<file path="src/rtl/e2q_pkg.sv">
// e2q_pkg: fixed-point formats, lane types and the arctangent table shared by
// the Euler-to-quaternion pipeline cells and the top level. No dependencies.
package e2q_pkg;

    localparam int ZW       = 35;       // angle accumulator, Q.30 signed
    localparam int XW       = 33;       // CORDIC x/y, Q.30 signed
    localparam int SCW      = 23;       // sine/cosine and pair products, Q.20
    localparam int QW       = 23;       // raw quaternion components, Q.20
    localparam int MW       = 46;       // squared length, Q.40
    localparam int LW       = 24;       // length, Q.20
    localparam int SQ_CELLS = MW / 2;   // one root bit per cell
    localparam int HALF_POS = 33;       // input LSB weight to Q.30 half-angle

    localparam logic signed [ZW-1:0] ANG_PI      = 35'sd3373259426;
    localparam logic signed [ZW-1:0] ANG_HALF_PI = 35'sd1686629713;
    localparam logic signed [XW-1:0] CORDIC_GAIN = 33'sd652032874;

    typedef struct packed {
        logic signed [XW-1:0] x;
        logic signed [XW-1:0] y;
        logic signed [ZW-1:0] z;
        logic                 neg;
    } cordic_lane_t;

    typedef cordic_lane_t [2:0] cordic_vec_t;

    typedef struct packed {
        logic [MW-1:0]        rem;
        logic [MW-1:0]        root;
        logic [3:0][QW-1:0]   q;
    } sqrt_t;

    // atan(2^-i) * 2^30, truncated
    function automatic logic signed [ZW-1:0] atan_val(input logic [4:0] i);
        logic signed [ZW-1:0] r;
        case (i)
            5'd0:  r = 35'sd843314856;
            5'd1:  r = 35'sd497837829;
            5'd2:  r = 35'sd263043836;
            5'd3:  r = 35'sd133525158;
            5'd4:  r = 35'sd67021686;
            5'd5:  r = 35'sd33543515;
            5'd6:  r = 35'sd16775850;
            5'd7:  r = 35'sd8388437;
            5'd8:  r = 35'sd4194282;
            5'd9:  r = 35'sd2097149;
            5'd10: r = 35'sd1048575;
            5'd11: r = 35'sd524287;
            5'd12: r = 35'sd262143;
            5'd13: r = 35'sd131071;
            5'd14: r = 35'sd65535;
            5'd15: r = 35'sd32767;
            5'd16: r = 35'sd16383;
            5'd17: r = 35'sd8191;
            5'd18: r = 35'sd4095;
            5'd19: r = 35'sd2047;
            5'd20: r = 35'sd1023;
            5'd21: r = 35'sd511;
            5'd22: r = 35'sd255;
            5'd23: r = 35'sd127;
            5'd24: r = 35'sd63;
            5'd25: r = 35'sd31;
            5'd26: r = 35'sd15;
            5'd27: r = 35'sd7;
            5'd28: r = 35'sd3;
            5'd29: r = 35'sd1;
            default: r = '0;
        endcase
        return r;
    endfunction

endpackage

</file>
<file path="src/rtl/e2q_cordic_cell.sv">
// e2q_cordic_cell: one rotation-mode CORDIC iteration for all three angles.
// Depends on e2q_pkg.
module e2q_cordic_cell #(
    parameter int IDX = 0
) (
    input  logic                clk,
    input  logic                rst_n,
    input  logic                in_valid,
    output logic                in_ready,
    input  e2q_pkg::cordic_vec_t in_data,
    output logic                out_valid,
    input  logic                out_ready,
    output e2q_pkg::cordic_vec_t out_data
);
    import e2q_pkg::*;

    localparam logic [4:0] TI = 5'(IDX % 32);

    logic        valid_reg, valid_next;
    cordic_vec_t data_reg, data_next;

    assign in_ready  = !valid_reg || out_ready;
    assign out_valid = valid_reg;
    assign out_data  = data_reg;

    always_comb
    begin
        for (int k = 0; k < 3; k++)
        begin
            data_next[k].neg = in_data[k].neg;
            if (!in_data[k].z[ZW-1])
            begin
                data_next[k].x = $signed(in_data[k].x) - ($signed(in_data[k].y) >>> IDX);
                data_next[k].y = $signed(in_data[k].y) + ($signed(in_data[k].x) >>> IDX);
                data_next[k].z = $signed(in_data[k].z) - atan_val(TI);
            end
            else
            begin
                data_next[k].x = $signed(in_data[k].x) + ($signed(in_data[k].y) >>> IDX);
                data_next[k].y = $signed(in_data[k].y) - ($signed(in_data[k].x) >>> IDX);
                data_next[k].z = $signed(in_data[k].z) + atan_val(TI);
            end
        end
        valid_next = in_ready ? in_valid : valid_reg;
    end

    always_ff @(posedge clk or negedge rst_n)
    begin
        if (!rst_n)
            valid_reg <= 1'b0;
        else
            valid_reg <= valid_next;
    end

    always_ff @(posedge clk)
    begin
        if (in_ready && in_valid)
            data_reg <= data_next;
    end

endmodule

</file>
<file path="config.mk">
export PLATFORM = sky130hd
export DESIGN_NAME = e2q_cordic_cell
export DESIGN_NICKNAME = d
export VERILOG_FILES = /design/src/rtl/e2q_pkg.sv /design/src/rtl/e2q_cordic_cell.sv
export SDC_FILE = /design/constraint.sdc
export NUM_CORES = 1
export LEC_CHECK = 0
export BUFFER_PORTS_ARGS = -buffer_cell sky130_fd_sc_hd__buf_2
export CORE_ASPECT_RATIO = 0.8
export CORE_MARGIN = 1.5
export CORE_UTILIZATION = 45
export DETAILED_ROUTE_END_ITERATION = 10
export GPL_TIMING_DRIVEN = 1
export PLACE_DENSITY = 0.68
export SYNTH_ARGS = -nofsm -noshare
export SYNTH_HDL_FRONTEND = slang
export SYNTH_SLANG_ARGS = --single-unit
</file>
<file path="constraint.sdc">
create_clock -name clk -period 10.4 [get_ports clk]
set_input_delay 2.08 -clock clk [delete_from_list [all_inputs] [get_ports clk]]
set_output_delay 2.08 -clock clk [all_outputs]
set_load 0.02 [all_outputs]
</file>
# Word level (Yosys, flattened, before mapping)

Index checks and enable logic that the tools add are counted.

Reduce and logical (&&, ||, !) cells: 3
Add/sub/neg operators: 15
Multiplexer cells: 3

Operators with widths:

| kind                                                                  | count |
|---|---|
| 101-bit two-way mux                                                   | 3 |
| 33-bit subtractor                                                     | 6 |
| 35-bit by 31-bit adder with 35-bit output, second input constant      | 3 |
| 35-bit by 31-bit subtractor with 35-bit output, second input constant | 3 |
| 33-bit adder                                                          | 3 |
| 1-bit logical AND                                                     | 1 |
| 1-bit zero test                                                       | 1 |
| 1-bit logical OR                                                      | 1 |

Flip-flop bits (word level): 307
Input port bits: 310
Word-level logic and storage cells: 34
Output and inout port bits: 308

# Longest topological paths before layout

Word-level depth: 3
Gate-level depth with buffers: 15
Depth with buffers taken out: 13

# Least setup slack after synthesis

Ideal clock, no wire load.

Path kind: input to register
Start point: in out_ready
End point: reg data_reg (netlist bit out_data[0]) (enable)
Path buffers: 0
Setup slack: 453 ps
Setup time: 702 ps
Cell stages on the path: 2
Arrival: 9245 ps
Path through: nand2b_1 -> and2_1

Cells in the longest elaborated chain, start to end: 2

RTL lines:

| item                   | RTL line              | RTL |
|---|---|---|
| start: declaration     | e2q_cordic_cell.sv:12 | `input logic out_ready,` |
| 1-bit logical OR       | e2q_cordic_cell.sv:22 | `assign in_ready = !valid_reg \|\| out_ready;` |
| 1-bit logical AND      | e2q_cordic_cell.sv:57 | `if (in_ready && in_valid)` |
| end signal: assignment | e2q_cordic_cell.sv:58 | `data_reg <= data_next;` |
| end: declaration       | e2q_cordic_cell.sv:20 | `cordic_vec_t data_reg, data_next;` |

No other way between the ends.
A chain may end at the register's enable or synchronous reset.

==> metrics <==
top-area cell type share of the netlist area=30.7%; setup repair after global routing missed its margin=false; crit-path cells=buf_4, clkinv_1, ha_1, nand3_1, o2111a_1, o31ai_1, o2bb2ai_1, a311o_1, and2_1, nand4_1, a21oi_1, a211oi_1, xnor2_1; clock tree from TritonCTS=built; xor and xnor fraction of the mapped netlist area=7.89%; smallest setup slack after layout=4520 ps; arithmetic-cell share of the synthesized area counting full adders, half adders and majority gates=16.8%; slew of the pin with the lowest slew margin=967 ps; critical path endpoint category=flip-flop; Clock Latency Late Sink=560 ps; global routing usage summed across all routing layers=28.2%; hold wc startpoint=out_valid$_DFFE_PN0N_; count of instances resized after the clock tree is built=0; number of nets at the end of the flow=4588; largest cells by area after synthesis=edfxtp_1 31%, ha_1 16%, a21oi_1 6.5%; DRC=0; outcome=finished, final reports clean; Initial Utilization=45.9%; startpoint-to-endpoint class of the critical path=input pin to flip-flop; Final Skew=17.5 ps; number of enable flip-flop cells after synthesis=303; Hold/Removal Path Class=flip-flop to flip-flop; dominant combinational cell family by area after synthesis=compound AO/OA/AOI/OAI gates; # fillers=6069; Ys Warns=0; top post-synthesis cells by count=386 x a21oi_1, 378 x ha_1, 309 x inv_1, 303 x edfxtp_1, 268 x nor2_1; Tcrit/Tclk final=56.5%; Max transition margin=35.5%; via count=27700; Slew Limit Fails=0; slowest CP cell=clkinv_1; number of cell rows=83; Die W=290 um; GR Overflow Total=0; peak supply drop=0.117 mV; WL per Instance=20.8 um; start point of the critical path=in_data[239]; Antenna Violating Nets Remaining=0; cell type with the highest aggregate area in the netlist=edfxtp_1; delay of the slowest critical-path stage=790 ps; largest net degree at the start of global routing=75; total I/O pin count=618; number of DRC markers in iteration 0=2634; final-report setup violation count=0; area growth from synthesis to layout=16.3%; largest fanout of any net on the critical path=59; Hold Buf Count CTS=0; via count normalized by instance count=5.80; number of antenna violations at the first check in global routing=27; count of distinct cell types in the synthesized netlist=97; Post-Place Worst Slack=3980 ps; final weighted congestion in routability-driven placement=0.994; via count of the first global-routing pass=25400; Routed Wire Length=99300 um; Highest Clock Rate=170 MHz; data arrival time of the critical path=6170 ps; register bit total from synthesis=304; sequential fraction of the synthesis area=30.8%; quantity of I/O buffers inserted on ports=617; cell leakage power=15.7 nW; post-synthesis simple-gate area fraction=12.4%; syn nets=4059; DIE HEIGHT=233 um; final-report hold violation count=0; number of buffers created by CTS=37; Core Area=64600 sq um; number of clock sinks seen by CTS=304; estimated wirelength of the detail-placed design=79100 um; buffer levels on the longest clock path=3; setup slack of the worst register-to-register path=7780 ps; number of max-cap violations=0; H-tree depth=2; FF+latch area=9120 sq um; fraction of registers with async set/reset=0.329%; share of the synthesized area in compound gates (AO/OA/AOI/OAI)=24.7%; portion of netlist area occupied by mux cells=1.05%; final critical path time including I/O delays and setup=5880 ps; area of the die=67400 sq um; fraction of layout instances using a drive strength above 1=19.0%; First-pass DRT Iterations=6; most instantiated library cell after synthesis=a21oi_1; required time of the critical path=10690 ps; reg-to-reg critical path startpoint=out_valid$_DFFE_PN0N_; power per unit of standard cell area=138 nW/um^2; number of instances in the synthesized netlist=3359; ys flop type=edfxtp_1; Post-CTS Repair Setup Buffers=0; global-route wire length before repair=149000 um; number of buffers and inverters on the critical path=2; Multi-input gate area=18600 sq um; Worst-path clk slew=60 ps; final total negative setup slack=0 ps; mean instance size in the synthesized netlist=8.82 sq um; critical path's top delay family=compound AO/OA/AOI/OAI gates; root buffer selected by CTS=clkbuf_16; Setup crit start kind=input pin; post-synthesis instance area=29600 sq um
## registers in the layout, summed over array words and instances (netlist names)
name,cells
out_data,303
out_valid,1
## cells by family (layout without fill, tap and decap cells)
family	count (synthesis)	count (layout)
AOI/OAI and AO/OA	1137	1137
and+or+nand+nor	766	766
buffers and inverters	464	1020
adders and majority gates	390	390
DFF	304	304
xor gates and xnor gates	267	267
muxes	31	31
other	0	14
## power by group
part	internal (mW)	leakage, nW	switching (mW)
Sequential	1.56	2.89	0.0512
Clock	0.807	0.614	0.554
Combinational	0.638	12.2	1.14
## worst min-delay path, stage by stage, from the launching register on
cell	delay [ps]
dfrtp_1	340
nand2b_1	90
nand2b_1	80
## per-layer routing
metal	global-route usage [%]	vias to the layer above	wire length, um
li1	-	13200	-
met1	39.6	13100	44300
met2	41.8	1248	42000
met3	7.99	152	10300
met4	8.26	16	2590
met5	0	-	110
## path summary, 6_finish.rpt
check / end / cells past startpoint
setup / recovery: out_data[236]$_DFFE_PP_ / 13
hold / removal: out_valid$_DFFE_PN0N_ / 2
setup reg to reg: out_data[157]$_DFFE_PP_ / 4
hold reg to reg: out_valid$_DFFE_PN0N_ / 2
max in group asynchronous: out_valid$_DFFE_PN0N_ / 1
min in group asynchronous: out_valid$_DFFE_PN0N_ / 1
## area by class of cell
cell class | instances | share of cell area [%]
antenna | 14 | 0.102
clock buffer | 43 | 2.88
clock inverter | 23 | 0.723
inverter | 326 | 3.55
multi-input combinational | 2591 | 54.0
sequential | 304 | 26.5
tap | 850 | 3.09
timing repair buffer | 628 | 9.22
## layout by cell type (no fill, tap or decap), drive strengths merged, types with 129 or more instances in the layout
master,Yosys,routed
buf,49,628
a21oi,386,386
ha,378,378
inv,320,321
edfxtp,303,303
nor2,268,268
o21ai,216,216
xnor2,204,204
nand2,147,147
a21o,129,129
## stage by stage
| step | hold WS (ps) | power, mW | utilization [%] | cell area, sq um | cells |
|---|---|---|---|---|---|
| after floorplan | 783 | 2.85 | - | 29600 | 3359 |
| after global placement | 506 | 3.37 | 51.4 | 33200 | 4699 |
| after detailed placement | 523 | 3.37 | 51.4 | 33200 | 4699 |
| after CTS | 538 | 4.76 | 53.3 | 34400 | 4765 |
| after global routing | 608 | 4.99 | 53.3 | 34500 | 4775 |
| final | 547 | 4.75 | 53.3 | 34500 | 4779 |
(Power assumes the default switching activity.)
