==> src/rtl/e2q_pkg.sv <==
// e2q_pkg: fixed-point formats, lane types and the arctangent table shared by
// the Euler-to-quaternion pipeline cells and the top level. No dependencies.
package e2q_pkg;

    localparam int ZW       = 35;       // angle accumulator, Q.30 signed
    localparam int XW       = 33;       // CORDIC x/y, Q.30 signed
    localparam int SCW      = 23;       // sine/cosine and pair products, Q.20
    localparam int QW       = 23;       // raw quaternion components, Q.20
    localparam int MW       = 46;       // squared length, Q.40
    localparam int LW       = 24;       // length, Q.20
    localparam int SQ_CELLS = MW / 2;   // one root bit per cell
    localparam int HALF_POS = 33;       // input LSB weight to Q.30 half-angle

    localparam logic signed [ZW-1:0] ANG_PI      = 35'sd3373259426;
    localparam logic signed [ZW-1:0] ANG_HALF_PI = 35'sd1686629713;
    localparam logic signed [XW-1:0] CORDIC_GAIN = 33'sd652032874;

    typedef struct packed {
        logic signed [XW-1:0] x;
        logic signed [XW-1:0] y;
        logic signed [ZW-1:0] z;
        logic                 neg;
    } cordic_lane_t;

    typedef cordic_lane_t [2:0] cordic_vec_t;

    typedef struct packed {
        logic [MW-1:0]        rem;
        logic [MW-1:0]        root;
        logic [3:0][QW-1:0]   q;
    } sqrt_t;

    // atan(2^-i) * 2^30, truncated
    function automatic logic signed [ZW-1:0] atan_val(input logic [4:0] i);
        logic signed [ZW-1:0] r;
        case (i)
            5'd0:  r = 35'sd843314856;
            5'd1:  r = 35'sd497837829;
            5'd2:  r = 35'sd263043836;
            5'd3:  r = 35'sd133525158;
            5'd4:  r = 35'sd67021686;
            5'd5:  r = 35'sd33543515;
            5'd6:  r = 35'sd16775850;
            5'd7:  r = 35'sd8388437;
            5'd8:  r = 35'sd4194282;
            5'd9:  r = 35'sd2097149;
            5'd10: r = 35'sd1048575;
            5'd11: r = 35'sd524287;
            5'd12: r = 35'sd262143;
            5'd13: r = 35'sd131071;
            5'd14: r = 35'sd65535;
            5'd15: r = 35'sd32767;
            5'd16: r = 35'sd16383;
            5'd17: r = 35'sd8191;
            5'd18: r = 35'sd4095;
            5'd19: r = 35'sd2047;
            5'd20: r = 35'sd1023;
            5'd21: r = 35'sd511;
            5'd22: r = 35'sd255;
            5'd23: r = 35'sd127;
            5'd24: r = 35'sd63;
            5'd25: r = 35'sd31;
            5'd26: r = 35'sd15;
            5'd27: r = 35'sd7;
            5'd28: r = 35'sd3;
            5'd29: r = 35'sd1;
            default: r = '0;
        endcase
        return r;
    endfunction

endpackage

==> src/rtl/e2q_sqrt_cell.sv <==
// e2q_sqrt_cell: one digit step of the floor integer square root.
// Depends on e2q_pkg.
module e2q_sqrt_cell #(
    parameter int K = 0
) (
    input  logic          clk,
    input  logic          rst_n,
    input  logic          in_valid,
    output logic          in_ready,
    input  e2q_pkg::sqrt_t in_data,
    output logic          out_valid,
    input  logic          out_ready,
    output e2q_pkg::sqrt_t out_data
);
    import e2q_pkg::*;

    localparam logic [MW-1:0] BIT = MW'(1) << (2 * K);

    logic          valid_reg, valid_next;
    sqrt_t         data_reg, data_next;
    logic [MW-1:0] trial;

    assign in_ready  = !valid_reg || out_ready;
    assign out_valid = valid_reg;
    assign out_data  = data_reg;

    always_comb
    begin
        trial       = in_data.root + BIT;
        data_next   = in_data;
        if (in_data.rem >= trial)
        begin
            data_next.rem  = in_data.rem - trial;
            data_next.root = (in_data.root >> 1) + BIT;
        end
        else
        begin
            data_next.root = in_data.root >> 1;
        end
        valid_next = in_ready ? in_valid : valid_reg;
    end

    always_ff @(posedge clk or negedge rst_n)
    begin
        if (!rst_n)
            valid_reg <= 1'b0;
        else
            valid_reg <= valid_next;
    end

    always_ff @(posedge clk)
    begin
        if (in_ready && in_valid)
            data_reg <= data_next;
    end

endmodule

==> config.mk <==
export PLATFORM = sky130hd
export DESIGN_NAME = e2q_sqrt_cell
export DESIGN_NICKNAME = d
export VERILOG_FILES = /design/src/rtl/e2q_pkg.sv /design/src/rtl/e2q_sqrt_cell.sv
export SDC_FILE = /design/constraint.sdc
export NUM_CORES = 1
export LEC_CHECK = 0
export BUFFER_PORTS_ARGS = -buffer_cell sky130_fd_sc_hd__buf_4
export CAP_MARGIN = 25
export CELL_PAD_IN_SITES_DETAIL_PLACEMENT = 1
export CELL_PAD_IN_SITES_GLOBAL_PLACEMENT = 1
export CORE_MARGIN = 3
export CORE_UTILIZATION = 32
export DETAILED_ROUTE_END_ITERATION = 8
export PLACE_DENSITY_LB_ADDON = 0.1
export RECOVER_POWER = 25
export SYNTH_ARGS = -nofsm -noshare
export SYNTH_HDL_FRONTEND = slang
export SYNTH_SLANG_ARGS = --single-unit
==> constraint.sdc <==
create_clock -name clk -period 12.6 [get_ports clk]
set_input_delay 1.26 -clock clk [delete_from_list [all_inputs] [get_ports clk]]
set_output_delay 1.26 -clock clk [all_outputs]
set_load 0.005 [all_outputs]
# Word-level counts from Yosys, hierarchy flattened

Cells that the tools add are included.

Bits of input ports: 188
Flip-flop bits (word level): 185
Output and inout port bits: 186
Logic and storage cells: 17

Muxes and demuxes: 2
Reduce and logical (&&, ||, !) cells: 3
Add/subtract/negate cells: 3
Magnitude comparators: 1

Operator list:

| operator                                                        | number |
|---|---|
| 45-bit by 1-bit adder with 46-bit output, second input constant | 1 |
| 46-bit by 1-bit adder with 46-bit output, second input constant | 1 |
| 46-bit >= comparator                                            | 1 |
| 46-bit 2-to-1 mux                                               | 1 |
| 46-bit subtractor                                               | 1 |
| 45-bit 2-to-1 mux                                               | 1 |
| 1-bit logical AND                                               | 1 |
| 1-bit zero test                                                 | 1 |
| 1-bit logical OR                                                | 1 |

# Logic depth before layout (Yosys ltp)

Word-level depth: 3
Depth in mapped cells: 21
Mapped depth without buffers: 16

# Worst setup path after synthesis

Ideal clock, no wire load.

Path type: input to register
Start point: input port out_ready
End point: register data_reg (netlist bit out_data[0]) (enable)
Arrival: 5.630 ns
Buffers on the path: 0
Setup time: 0.567 ns
Required time: 12.033 ns
Cell stages on the path: 2
Slack: 6.403 ns
Cell sequence: nand2b_1 and2_1

Cells in the longest elaborated chain, start to end: 2

Ends and longest elaborated chain:

| element              | RTL line            | RTL |
|---|---|---|
| from (decl)          | e2q_sqrt_cell.sv:12 | `input logic out_ready,` |
| 1-bit logical OR     | e2q_sqrt_cell.sv:23 | `assign in_ready = !valid_reg \|\| out_ready;` |
| 1-bit logical AND    | e2q_sqrt_cell.sv:53 | `if (in_ready && in_valid)` |
| to (signal assigned) | e2q_sqrt_cell.sv:54 | `data_reg <= data_next;` |
| to (decl)            | e2q_sqrt_cell.sv:20 | `sqrt_t data_reg, data_next;` |

Every way passes these cells.
A chain may end at the register's enable or synchronous reset.

==> flow_summary.yaml <==
synthesis:
  ys_ff_latch: 185
  synth_area_sq_um: 10900
  synth-edff-count: 184
  syn_inst: 1009
  yosysSeqAreaShare: 0.509
  syn_area_per_cell_sq_um: 10.8
  synth_cell_types: 72
  synth_nets: 1246
  synth_area_leader_cell: "edfxtp_1"
  postSynth.asyncResetShare: 0.00541
  netlist.area_leader.share: 0.507
  synth.area.top_cells: "edfxtp_1 51%, ha_1 5.5%, xor2_1 5.1%"
  synth_top_flop_cell: "edfxtp_1"
  ys_warn_count: 0
floorplanning:
  die_w_um: 191
  die-area_sq_um: 36300
  initial_core_util: 0.330
  coreArea_sq_um: 33000
  rows: 66
  dieHeight_um: 191
  ios: 374
sta:
  finalClockSkew_ns: 0.0209
  finalCritPeriodShare: 0.490
  max_freq_ghz: 0.162
  relSlewSlack: -1.31
  min_period_ns: 6.18
  drv_slew: 50
  grt_setup_unrepaired: "false"
  final-hold-violation-count: 0
  setup_tns_ns: 0
  setup_violations: 0
  worst_slew_pin_slew_ns: 3.47
global_route:
  gr-total-overflow: 0
  met1_usage: 0.289
  grt_pass1_wl_mm: 65.1
  grt_pass1_vias: 9809
  met3_usage: 0.0706
  grt_usage: 0.242
  grt.busiest_layer: "met2"
  use_met2: 0.418
  grt_max_degree: 79
  antenna_found_initial: 5
setup_path:
  crit_slowest_cell: "nor2_4"
  end_kind: "flip-flop"
  path_max_fanout: 36
  path_class: "primary input to flip-flop"
  cp_slowest_stage_delay_ns: 0.54
  path_cells: "buf_4 > ha_1 > nand3_1 > nor4_1 > buf_4 > nand2_1 > nor2_1 > nand2_1 > xor2_1 > ha_1 > a21o_1 > a21o_1 > a21oi_1 > o21a_1 > o2111ai_2 > nor2_4 > buf_4 > a2111oi_0 > a211oi_1"
  cp.arrival_ns: 6.44
  cp_common_cell: "buf_4"
  cp_data_required_time_ns: 12.87
  startpoint_type: "primary input"
layout:
  final_cells: 1818
  nNetsFinal: 1597
  drive_above_1_share: 0.323
  area_delta_synth_final_pct: 34.4
outcome:
  violations: "max-capacitance violations, max-slew violations"
  status: "finished, violations left"
clock_network:
  cts.sinks: 185
  clock_latency_ns: 0.46
  postCtsSetupBuffers: 0
  htreeDepth: 4
  cts_tree: "yes"
  holdBufCountCts: 0
  clk_pin_slew_worst_paths_ns: 0.08
  cts_resized: 0
  cts_made_buffers: 17
  clockBufferDepth: 2
  cts_root_buffer: "clkbuf_16"
placement:
  dp_cells: 1783
  place_congestion: 0.872
  hpwl_mm: 36.3
  io_buffers: 373
drt:
  wl_mm: 44.8
  routedWlPerCell_um: 24.7
  firstDrtPassIters: 5
  vias_per_cell: 5.23
  num_vias: 9514
  antenna_left: 0
  drc_errors: 0
  drt_iter0_markers: 543
power:
  p_leak_uw: 0.00581
  irDropWorstVdd_mv: 0.0896
  powerDensity_nw_per_um2: 115
min_path:
  hp-class: "primary input to async pin"
flow_run:
  max_cap_viol_count: 1
[cells by family (layout without fill, tap and decap cells)]
group / after synthesis / after routing / share of synthesized area
buffers and inverters: 60 / 424 / 0.0263
AND/OR/NAND/NOR: 376 / 376 / 0.178
adder cells (fa/ha/maj): 49 / 49 / 0.0569
flip-flops: 185 / 185 / 0.509
AO/OA/AOI/OAI: 218 / 218 / 0.132
multiplexers: 3 / 3 / 0.00275
XOR/XNOR: 118 / 118 / 0.0948
other: 0 / 3 / 0
[final cells by class]
cell class / count / area (sq um)
Tap cell: 442 / 553
Clock buffer: 17 / 425
Multi-Input combinational cell: 764 / 5080
Timing Repair Buffer: 377 / 2830
Inverter: 15 / 56.3
Sequential cell: 185 / 5550
Fill cell: 3719 / 18400
Clock inverter: 15 / 165
Antenna cell: 3 / 7.51
[Yosys cell counts, types with 4 or more instances]
library cell / instances
nor2_1: 91
xnor2_1: 54
nand2b_1: 12
clkbuf_1: 14
a21oi_1: 80
nor4b_2: 5
o21ai_0: 35
a211oi_1: 6
buf_2: 25
o211a_1: 4
and4_1: 5
a21o_1: 19
a2111oi_0: 4
or3_1: 10
ha_1: 48
o31ai_1: 6
a211o_1: 5
nand3_1: 35
nand2_1: 88
edfxtp_1: 184
or2_2: 4
o21a_1: 10
a31oi_1: 5
and2_1: 9
a21boi_0: 4
nor2b_1: 9
and3_1: 19
nor3_1: 22
o21bai_1: 7
nor3_2: 6
nor4_1: 15
xor2_1: 64
inv_1: 15
nand4_1: 31
[critical path: cells and delay by family]
kind / cells / cell delay (ns)
AOI/OAI and AO/OA: 7 / 1.42
xor gates and xnor gates: 1 / 0.30
adders and majority gates: 2 / 0.74
buffers and inverters: 3 / 0.93
and+or+nand+nor: 6 / 1.74
[per-layer routing]
layer / wire, um / up-vias
met2: 22200 / 319
met5: 40 / -
met3: 3260 / 62
met1: 18000 / 4659
li1: - / 4468
met4: 1390 / 6
[power breakdown]
group / leakage [uW] / switching [uW] / internal, uW
sequential: 0.00176 / 13.6 / 732
combinational: 0.00376 / 223 / 168
clock: 0.000290 / 281 / 268
[stage by stage]
step	worst slack, ns	utilization	hold WS, ns	total power [uW]	area (sq um)
final	6.42	0.444	0.585	1690	14700
after global routing	6.03	0.444	0.569	1770	14700
after CTS	6.40	0.444	0.569	1700	14700
after detailed placement	5.94	0.426	0.584	1150	14100
after global placement	6.00	0.426	0.521	1150	14100
after floorplan	6.40	-	0.537	964	10900
[layout by cell type (no fill, tap or decap), types with 12 or more instances in the layout]
cell       Yosys  final
inv_1         15     15
nor2_1        91     91
clkbuf_16      0     17
nor4_1        15     15
nand2_1       88     88
nor3_1        22     22
nand4_1       31     31
and3_1        19     19
buf_4          2    283
xor2_1        64     64
a21o_1        19     19
xnor2_1       54     54
ha_1          48     48
nand2b_1      12     12
edfxtp_1     184    184
nand3_1       35     35
o21ai_0       35     35
a21oi_1       80     80
clkbuf_4       0     93
[sequential cells by signal (all words and copies together), names as in the netlist]
register / flops
out_data: 184
out_valid: 1
[final timing paths]
check	from	to	slack, ns	depth (start not counted)
min reg2reg	out_valid	out_valid	0.60	2
min in group clk	out_valid	out_valid	0.60	2
max reg2reg	out_valid	out_data[40]	7.26	4
min	rst_n	out_valid	0.58	1
max in group asynchronous	rst_n	out_valid	11.90	1
max	in_data[93]	out_data[179]	6.42	19
Note: power is estimated with default switching activity, not from simulation.
