==> src/rtl/e2q_pkg.sv <==
// e2q_pkg: fixed-point formats, lane types and the arctangent table shared by
// the Euler-to-quaternion pipeline cells and the top level. No dependencies.
package e2q_pkg;

    localparam int ZW       = 35;       // angle accumulator, Q.30 signed
    localparam int XW       = 33;       // CORDIC x/y, Q.30 signed
    localparam int SCW      = 23;       // sine/cosine and pair products, Q.20
    localparam int QW       = 23;       // raw quaternion components, Q.20
    localparam int MW       = 46;       // squared length, Q.40
    localparam int LW       = 24;       // length, Q.20
    localparam int SQ_CELLS = MW / 2;   // one root bit per cell
    localparam int HALF_POS = 33;       // input LSB weight to Q.30 half-angle

    localparam logic signed [ZW-1:0] ANG_PI      = 35'sd3373259426;
    localparam logic signed [ZW-1:0] ANG_HALF_PI = 35'sd1686629713;
    localparam logic signed [XW-1:0] CORDIC_GAIN = 33'sd652032874;

    typedef struct packed {
        logic signed [XW-1:0] x;
        logic signed [XW-1:0] y;
        logic signed [ZW-1:0] z;
        logic                 neg;
    } cordic_lane_t;

    typedef cordic_lane_t [2:0] cordic_vec_t;

    typedef struct packed {
        logic [MW-1:0]        rem;
        logic [MW-1:0]        root;
        logic [3:0][QW-1:0]   q;
    } sqrt_t;

    // atan(2^-i) * 2^30, truncated
    function automatic logic signed [ZW-1:0] atan_val(input logic [4:0] i);
        logic signed [ZW-1:0] r;
        case (i)
            5'd0:  r = 35'sd843314856;
            5'd1:  r = 35'sd497837829;
            5'd2:  r = 35'sd263043836;
            5'd3:  r = 35'sd133525158;
            5'd4:  r = 35'sd67021686;
            5'd5:  r = 35'sd33543515;
            5'd6:  r = 35'sd16775850;
            5'd7:  r = 35'sd8388437;
            5'd8:  r = 35'sd4194282;
            5'd9:  r = 35'sd2097149;
            5'd10: r = 35'sd1048575;
            5'd11: r = 35'sd524287;
            5'd12: r = 35'sd262143;
            5'd13: r = 35'sd131071;
            5'd14: r = 35'sd65535;
            5'd15: r = 35'sd32767;
            5'd16: r = 35'sd16383;
            5'd17: r = 35'sd8191;
            5'd18: r = 35'sd4095;
            5'd19: r = 35'sd2047;
            5'd20: r = 35'sd1023;
            5'd21: r = 35'sd511;
            5'd22: r = 35'sd255;
            5'd23: r = 35'sd127;
            5'd24: r = 35'sd63;
            5'd25: r = 35'sd31;
            5'd26: r = 35'sd15;
            5'd27: r = 35'sd7;
            5'd28: r = 35'sd3;
            5'd29: r = 35'sd1;
            default: r = '0;
        endcase
        return r;
    endfunction

endpackage

==> src/rtl/e2q_div_cell.sv <==
// e2q_div_cell: one restoring-division quotient bit for all four components.
// Depends on e2q_pkg.
module e2q_div_cell #(
    parameter int CB = 16,
    parameter int P  = 0
) (
    input  logic                                clk,
    input  logic                                rst_n,
    input  logic                                in_valid,
    output logic                                in_ready,
    input  logic [3:0][e2q_pkg::LW+CB:0]        in_rem,
    input  logic [3:0][CB:0]                    in_quo,
    input  logic [3:0]                          in_sgn,
    input  logic [e2q_pkg::LW-1:0]              in_len,
    input  logic                                in_zero,
    output logic                                out_valid,
    input  logic                                out_ready,
    output logic [3:0][e2q_pkg::LW+CB:0]        out_rem,
    output logic [3:0][CB:0]                    out_quo,
    output logic [3:0]                          out_sgn,
    output logic [e2q_pkg::LW-1:0]              out_len,
    output logic                                out_zero
);
    import e2q_pkg::*;

    localparam int DW = LW + CB + 1;

    logic                valid_reg, valid_next;
    logic [3:0][DW-1:0]  rem_reg, rem_next;
    logic [3:0][CB:0]    quo_reg, quo_next;
    logic [3:0]          sgn_reg;
    logic [LW-1:0]       len_reg;
    logic                zero_reg;
    logic [DW-1:0]       dv;

    assign in_ready  = !valid_reg || out_ready;
    assign out_valid = valid_reg;
    assign out_rem   = rem_reg;
    assign out_quo   = quo_reg;
    assign out_sgn   = sgn_reg;
    assign out_len   = len_reg;
    assign out_zero  = zero_reg;

    always_comb
    begin
        dv = DW'(in_len) << P;
        for (int k = 0; k < 4; k++)
        begin
            rem_next[k] = in_rem[k];
            quo_next[k] = in_quo[k];
            if (in_rem[k] >= dv)
            begin
                rem_next[k]    = in_rem[k] - dv;
                quo_next[k][P] = 1'b1;
            end
        end
        valid_next = in_ready ? in_valid : valid_reg;
    end

    always_ff @(posedge clk or negedge rst_n)
    begin
        if (!rst_n)
            valid_reg <= 1'b0;
        else
            valid_reg <= valid_next;
    end

    always_ff @(posedge clk)
    begin
        if (in_ready && in_valid)
        begin
            rem_reg  <= rem_next;
            quo_reg  <= quo_next;
            sgn_reg  <= in_sgn;
            len_reg  <= in_len;
            zero_reg <= in_zero;
        end
    end

endmodule

==> config.mk <==
export PLATFORM = sky130hd
export DESIGN_NAME = e2q_div_cell
export DESIGN_NICKNAME = d
export VERILOG_FILES = /design/src/rtl/e2q_pkg.sv /design/src/rtl/e2q_div_cell.sv
export SDC_FILE = /design/constraint.sdc
export NUM_CORES = 1
export LEC_CHECK = 0
export ABC_AREA = 1
export BUFFER_PORTS_ARGS = -buffer_cell sky130_fd_sc_hd__buf_2
export CORE_ASPECT_RATIO = 0.5
export CORE_MARGIN = 1
export CORE_UTILIZATION = 40
export CTS_BUF_LIST = sky130_fd_sc_hd__clkbuf_4 sky130_fd_sc_hd__clkbuf_8
export CTS_CLUSTER_SIZE = 30
export DETAILED_ROUTE_END_ITERATION = 10
export PLACE_DENSITY_LB_ADDON = 0.2
export SLEW_MARGIN = 20
export SYNTH_ARGS = -nofsm -noshare
export SYNTH_HDL_FRONTEND = slang
export SYNTH_SLANG_ARGS = --single-unit
==> constraint.sdc <==
create_clock -name clk -period 17.3 [get_ports clk]
set_clock_uncertainty 0.1 [all_clocks]
set_input_delay 4.325 -clock clk [delete_from_list [all_inputs] [get_ports clk]]
set_output_delay 4.325 -clock clk [all_outputs]
set_load 0.03 [all_outputs]
After elaboration in Yosys (flattened, before gate mapping)
Index checks and enable logic that the tools add are counted.

storage, ports and cells
  register bits = 262
  bits in latches = 0
  RAM bits = 0
  memory bits (read-only) = 0
  bits of input ports = 265
  output and inout bits = 263
  logic and storage cells = 31
  memories = 0

cells by class
  add/subtract/negate cells = 4
  $mul = 0
  div/mod/pow operators = 0
  $lt $le $gt $ge = 4
  equal/unequal tests = 0
  shift-type cells = 0
  muxes and demuxes = 4
  bitwise logic cells = 0
  reductions and logical operators = 3

operators by type and width
  operator                                                        number
  41-bit by 24-bit greater-or-equal comparator with 1-bit output  4
  41-bit 2-to-1 mux                                               4
  41-bit by 24-bit subtractor with 41-bit output                  4
  1-bit logical AND                                               1
  1-bit zero test                                                 1
  1-bit logical OR                                                1

Depth between registers and ports, before layout
  word-level depth = 3
  mapped depth = 16
  mapped depth without buffers = 16

Worst setup path after synthesis
No wires, ideal clock.

  kind = input -> register
  start = in in_valid
  end = reg len_reg[0] (netlist: out_len[0]) (enable)
  library setup time = 0.970 ns
  arrival time = 16.882 ns
  required time = 16.230 ns
  slack = -0.651 ns
  stages = 2
  path buffers = 0
  path through = inv_1 -> a21oi_1

between the ends
  word-level cells in the longest chain between the ends = 1

RTL lines
  item                  line                text
  from (decl)           e2q_div_cell.sv:9   input logic in_valid,
  1-bit logical AND     e2q_div_cell.sv:70  if (in_ready && in_valid)
  to (signal assigned)  e2q_div_cell.sv:75  len_reg <= in_len;
  to (decl)             e2q_div_cell.sv:32  logic [LW-1:0] len_reg;

Every way passes these cells.
A chain may end at the register's enable or synchronous reset.

Worst setup path after layout
  start = in out_ready
  end = out in_ready

between the ends
  word-level cells in the longest chain between the ends = 1

RTL lines
  item              line                text
  from (decl)       e2q_div_cell.sv:17  input logic out_ready,
  1-bit logical OR  e2q_div_cell.sv:36  assign in_ready = !valid_reg || out_ready;
  to (decl)         e2q_div_cell.sv:10  output logic in_ready,

Every way passes these cells.

==> impl_metrics.csv <==
group,metric,value,unit
run_status,status,"finished, final reports clean",
logic_synthesis,ys_types,36,
worst_setup_path,required,12.88,ns
final_layout,mostFrequentLayoutCells,"1092 x nand2_1, 527 x buf_2, 476 x inv_1, 308 x nor2_1, 261 x edfxtp_1",
placed_design,pre_cts_slack,8.104,ns
final_layout,final_common_cell,"nand2_1",
sta,rsz0062_at_grt,"no",
sta,worstMarginPinSlew,1.051,ns
clocking,cts_resized,0,
drt,vias,19894,
logic_synthesis,ys_ff_latch,262,
worst_setup_path,crit_top_cell,"buf_2",
worst_setup_path,worstPathMaxFanout,2,
clocking,clk_pin_slew,0.06,ns
placed_design,place_hpwl,61910,um
final_layout,nNetsFinal,3754,
clocking,clockBufferDepth,3,
power_and_ir_drop,p_switching,688.2,uW
worst_setup_path,crit_arrival,4.78,ns
power_and_ir_drop,peakVddDrop,0.05300,mV
placed_design,port_buffers,527,
worst_setup_path,crit_path_cell_trace,"buf_2 -> inv_1 -> nand2_1 -> buf_2",
logic_synthesis,netlist_area,0.02028,mm2
grt,grt.total_usage,28.07,%
drt,via_per_inst,4.850,
drt,wl_per_cell,18.16,um
clocking,clkSinkCount,262,
flow_run,max_cap_viol_count,0,
drt,firstDrtPassIters,6,
worst_setup_path,start_kind,"input pin",
power_and_ir_drop,report.power.total,1.911,mW
logic_synthesis,syn-num-nets,3205,
logic_synthesis,yosys_warnings,0,
sta,setup-violations-final,0,
sta,hold_viol,0,
power_and_ir_drop,cellLeakagePower,12.13,nW
drt,ant_nets,0,
clocking,cts-root-buf,"clkbuf_8",
worst_setup_path,slowest_stage,"buf_2",
clocking,ctsHoldBuffers,0,
floorplan,die_h,161.2,um
grt,grt_max_degree,77,
grt,antenna_found_initial,5,
clocking,cts-buffers-inserted,40,
sta,layout_min_cycle_time,9.202,ns
hold_path,hp-class,"reg2reg",
drt,drc_errors,0,
power_and_ir_drop,p_int,1.223,mW
logic_synthesis,yosysSeqAreaShare,38.78,%
final_layout,drive_gt1_share,22.69,%
worst_setup_path,crit_type,"in2out",
final_layout,final_util,49.40,%
power_and_ir_drop,comb_power_share,30.8,%
sta,finalCritPeriodShare,53.19,%
final_layout,area_growth,20.06,%
clocking,post-cts-setup-buffers,0,
placed_design,gp_congestion,0.9998,
floorplan,row_count,57,
sta,slew_violations,0,
power_and_ir_drop,powerDensity,78.50,mW/mm2
floorplan,pin_count,528,
floorplan,die_area,0.05165,mm2
sta,worst_slack,8.098,ns
drt,drt_iter0_drc,1605,
clocking,h-tree-depth,2,
floorplan,start_util,41.14,%
worst_setup_path,slowest_delay,0.18,ns
sta,finalSetupTns,0,ns
floorplan,core_area,0.04928,mm2
clocking,cts_tree,"yes",
logic_synthesis,syn_inst,2840,
sta,slew_headroom,29.94,%
power_and_ir_drop,clkPwrFrac,28.5,%
grt,grt_pass1_vias,18310,
drt,wirelength,74490,um
sta,fmax,108.7,MHz
worst_setup_path,end_kind,"output pin",
power_and_ir_drop,switching_share,36.01,%
grt,grt_overflow_total,0,
logic_synthesis,avgSynthCellArea,7.139,um2
sta,holdWs,0.4880,ns
grt,grt_pass1_wl,109400,um
floorplan,chipWidth,320.4,um
power_and_ir_drop,pwr-share-seq,40.7,%
clocking,clock_latency,0.59,ns
## critical path, delay by kind of cell
family                 cells  cell delay [ns]
and+or+nand+nor            1             0.08
buffers and inverters      3             0.38
## routing by layer
layer / vias to the layer above / wire, um / GRT usage [%]
li1: 10062 / - / -
met1: 9138 / 33890 / 38.83
met2: 612 / 34630 / 46.99
met3: 82 / 4655 / 3.950
met4: 0 / 1314 / 5.372
met5: - / 0 / 0
## per-stage QoR
stage,area (um2),cells
floorplan,20280,2840
global placement,23530,4025
detailed placement,23530,4025
CTS,24330,4098
global route,24340,4101
finish,24340,4102
## power groups by stage
stage	Combinational (mW)	Clock (mW)	Sequential, mW
final	0.588	0.545	0.778
after global routing	0.638	0.589	0.782
after CTS	0.585	0.566	0.778
after detailed placement	0.583	0	0.792
after global placement	0.580	0	0.791
after floorplan	0.289	0	0.897
## flip-flops by register name (all words and copies together), names as in the netlist
| name | cells |
|---|---|
| out_valid | 1 |
| out_rem | 164 |
| out_quo | 68 |
| out_len | 24 |
| out_sgn | 4 |
| out_zero | 1 |
## area by class of cell
class | instances | area, um2
Antenna cell | 4 | 10.01
Sequential cell | 262 | 7863
Clock inverter | 15 | 101.3
Fill cell | 5107 | 24940
Inverter | 485 | 1833
Clock buffer | 58 | 704.4
Multi-Input combinational cell | 2069 | 10320
Timing Repair Buffer | 531 | 2668
Tap cell | 678 | 848.3
## synth_stat cells
cell | n | area share, %
nand3_4 | 4 | 0.35
a21o_1 | 1 | 0.037
ha_1 | 96 | 5.9
o21ai_0 | 19 | 0.47
nor3_2 | 1 | 0.049
edfxtp_1 | 261 | 39
and2_1 | 5 | 0.15
buf_8 | 1 | 0.074
xor2_1 | 27 | 1.2
nor3_1 | 11 | 0.27
o21bai_1 | 2 | 0.074
nand3_1 | 163 | 4.0
nand4_1 | 43 | 1.3
nand3b_1 | 11 | 0.41
a21oi_1 | 58 | 1.4
nand2_4 | 6 | 0.33
a21oi_2 | 58 | 2.5
nor2_1 | 308 | 5.7
or2_1 | 4 | 0.12
inv_2 | 5 | 0.093
buf_6 | 20 | 1.1
buf_4 | 2 | 0.074
inv_6 | 1 | 0.043
nor2_2 | 19 | 0.59
nand2_2 | 32 | 0.99
nand3_2 | 1 | 0.049
fa_1 | 4 | 0.39
o21ai_2 | 45 | 1.9
inv_4 | 3 | 0.093
o21ai_1 | 14 | 0.35
dfrtp_1 | 1 | 0.12
nand2_1 | 1092 | 20
nand3b_2 | 1 | 0.056
xnor2_1 | 44 | 1.9
inv_1 | 476 | 8.8
buf_12 | 1 | 0.099
## cell families (layout without fill, tap and decap cells)
kind of cell / after synthesis / in the layout / share of synthesized area (%)
AOI/OAI and AO/OA: 197 / 197 / 6.807
xor gates and xnor gates: 71 / 71 / 3.067
adders and majority gates: 100 / 100 / 6.319
buffers and inverters: 509 / 1089 / 10.40
DFF: 262 / 262 / 38.78
other: 0 / 4 / 0
and+or+nand+nor: 1701 / 1701 / 34.63
## final timing paths
check                                   end  cells past startpoint  slack, ns       from
worst max-delay path               in_ready                      4       8.10  out_ready
worst min-delay path              out_valid                      2       0.49  out_valid
worst max register to register  out_rem[89]                      3      14.25  out_valid
worst min register to register    out_valid                      2       0.49  out_valid
max in group asynchronous         out_valid                      1      13.63      rst_n
min in group asynchronous         out_valid                      1       3.39      rst_n
Power figures use the tool's default switching activity.
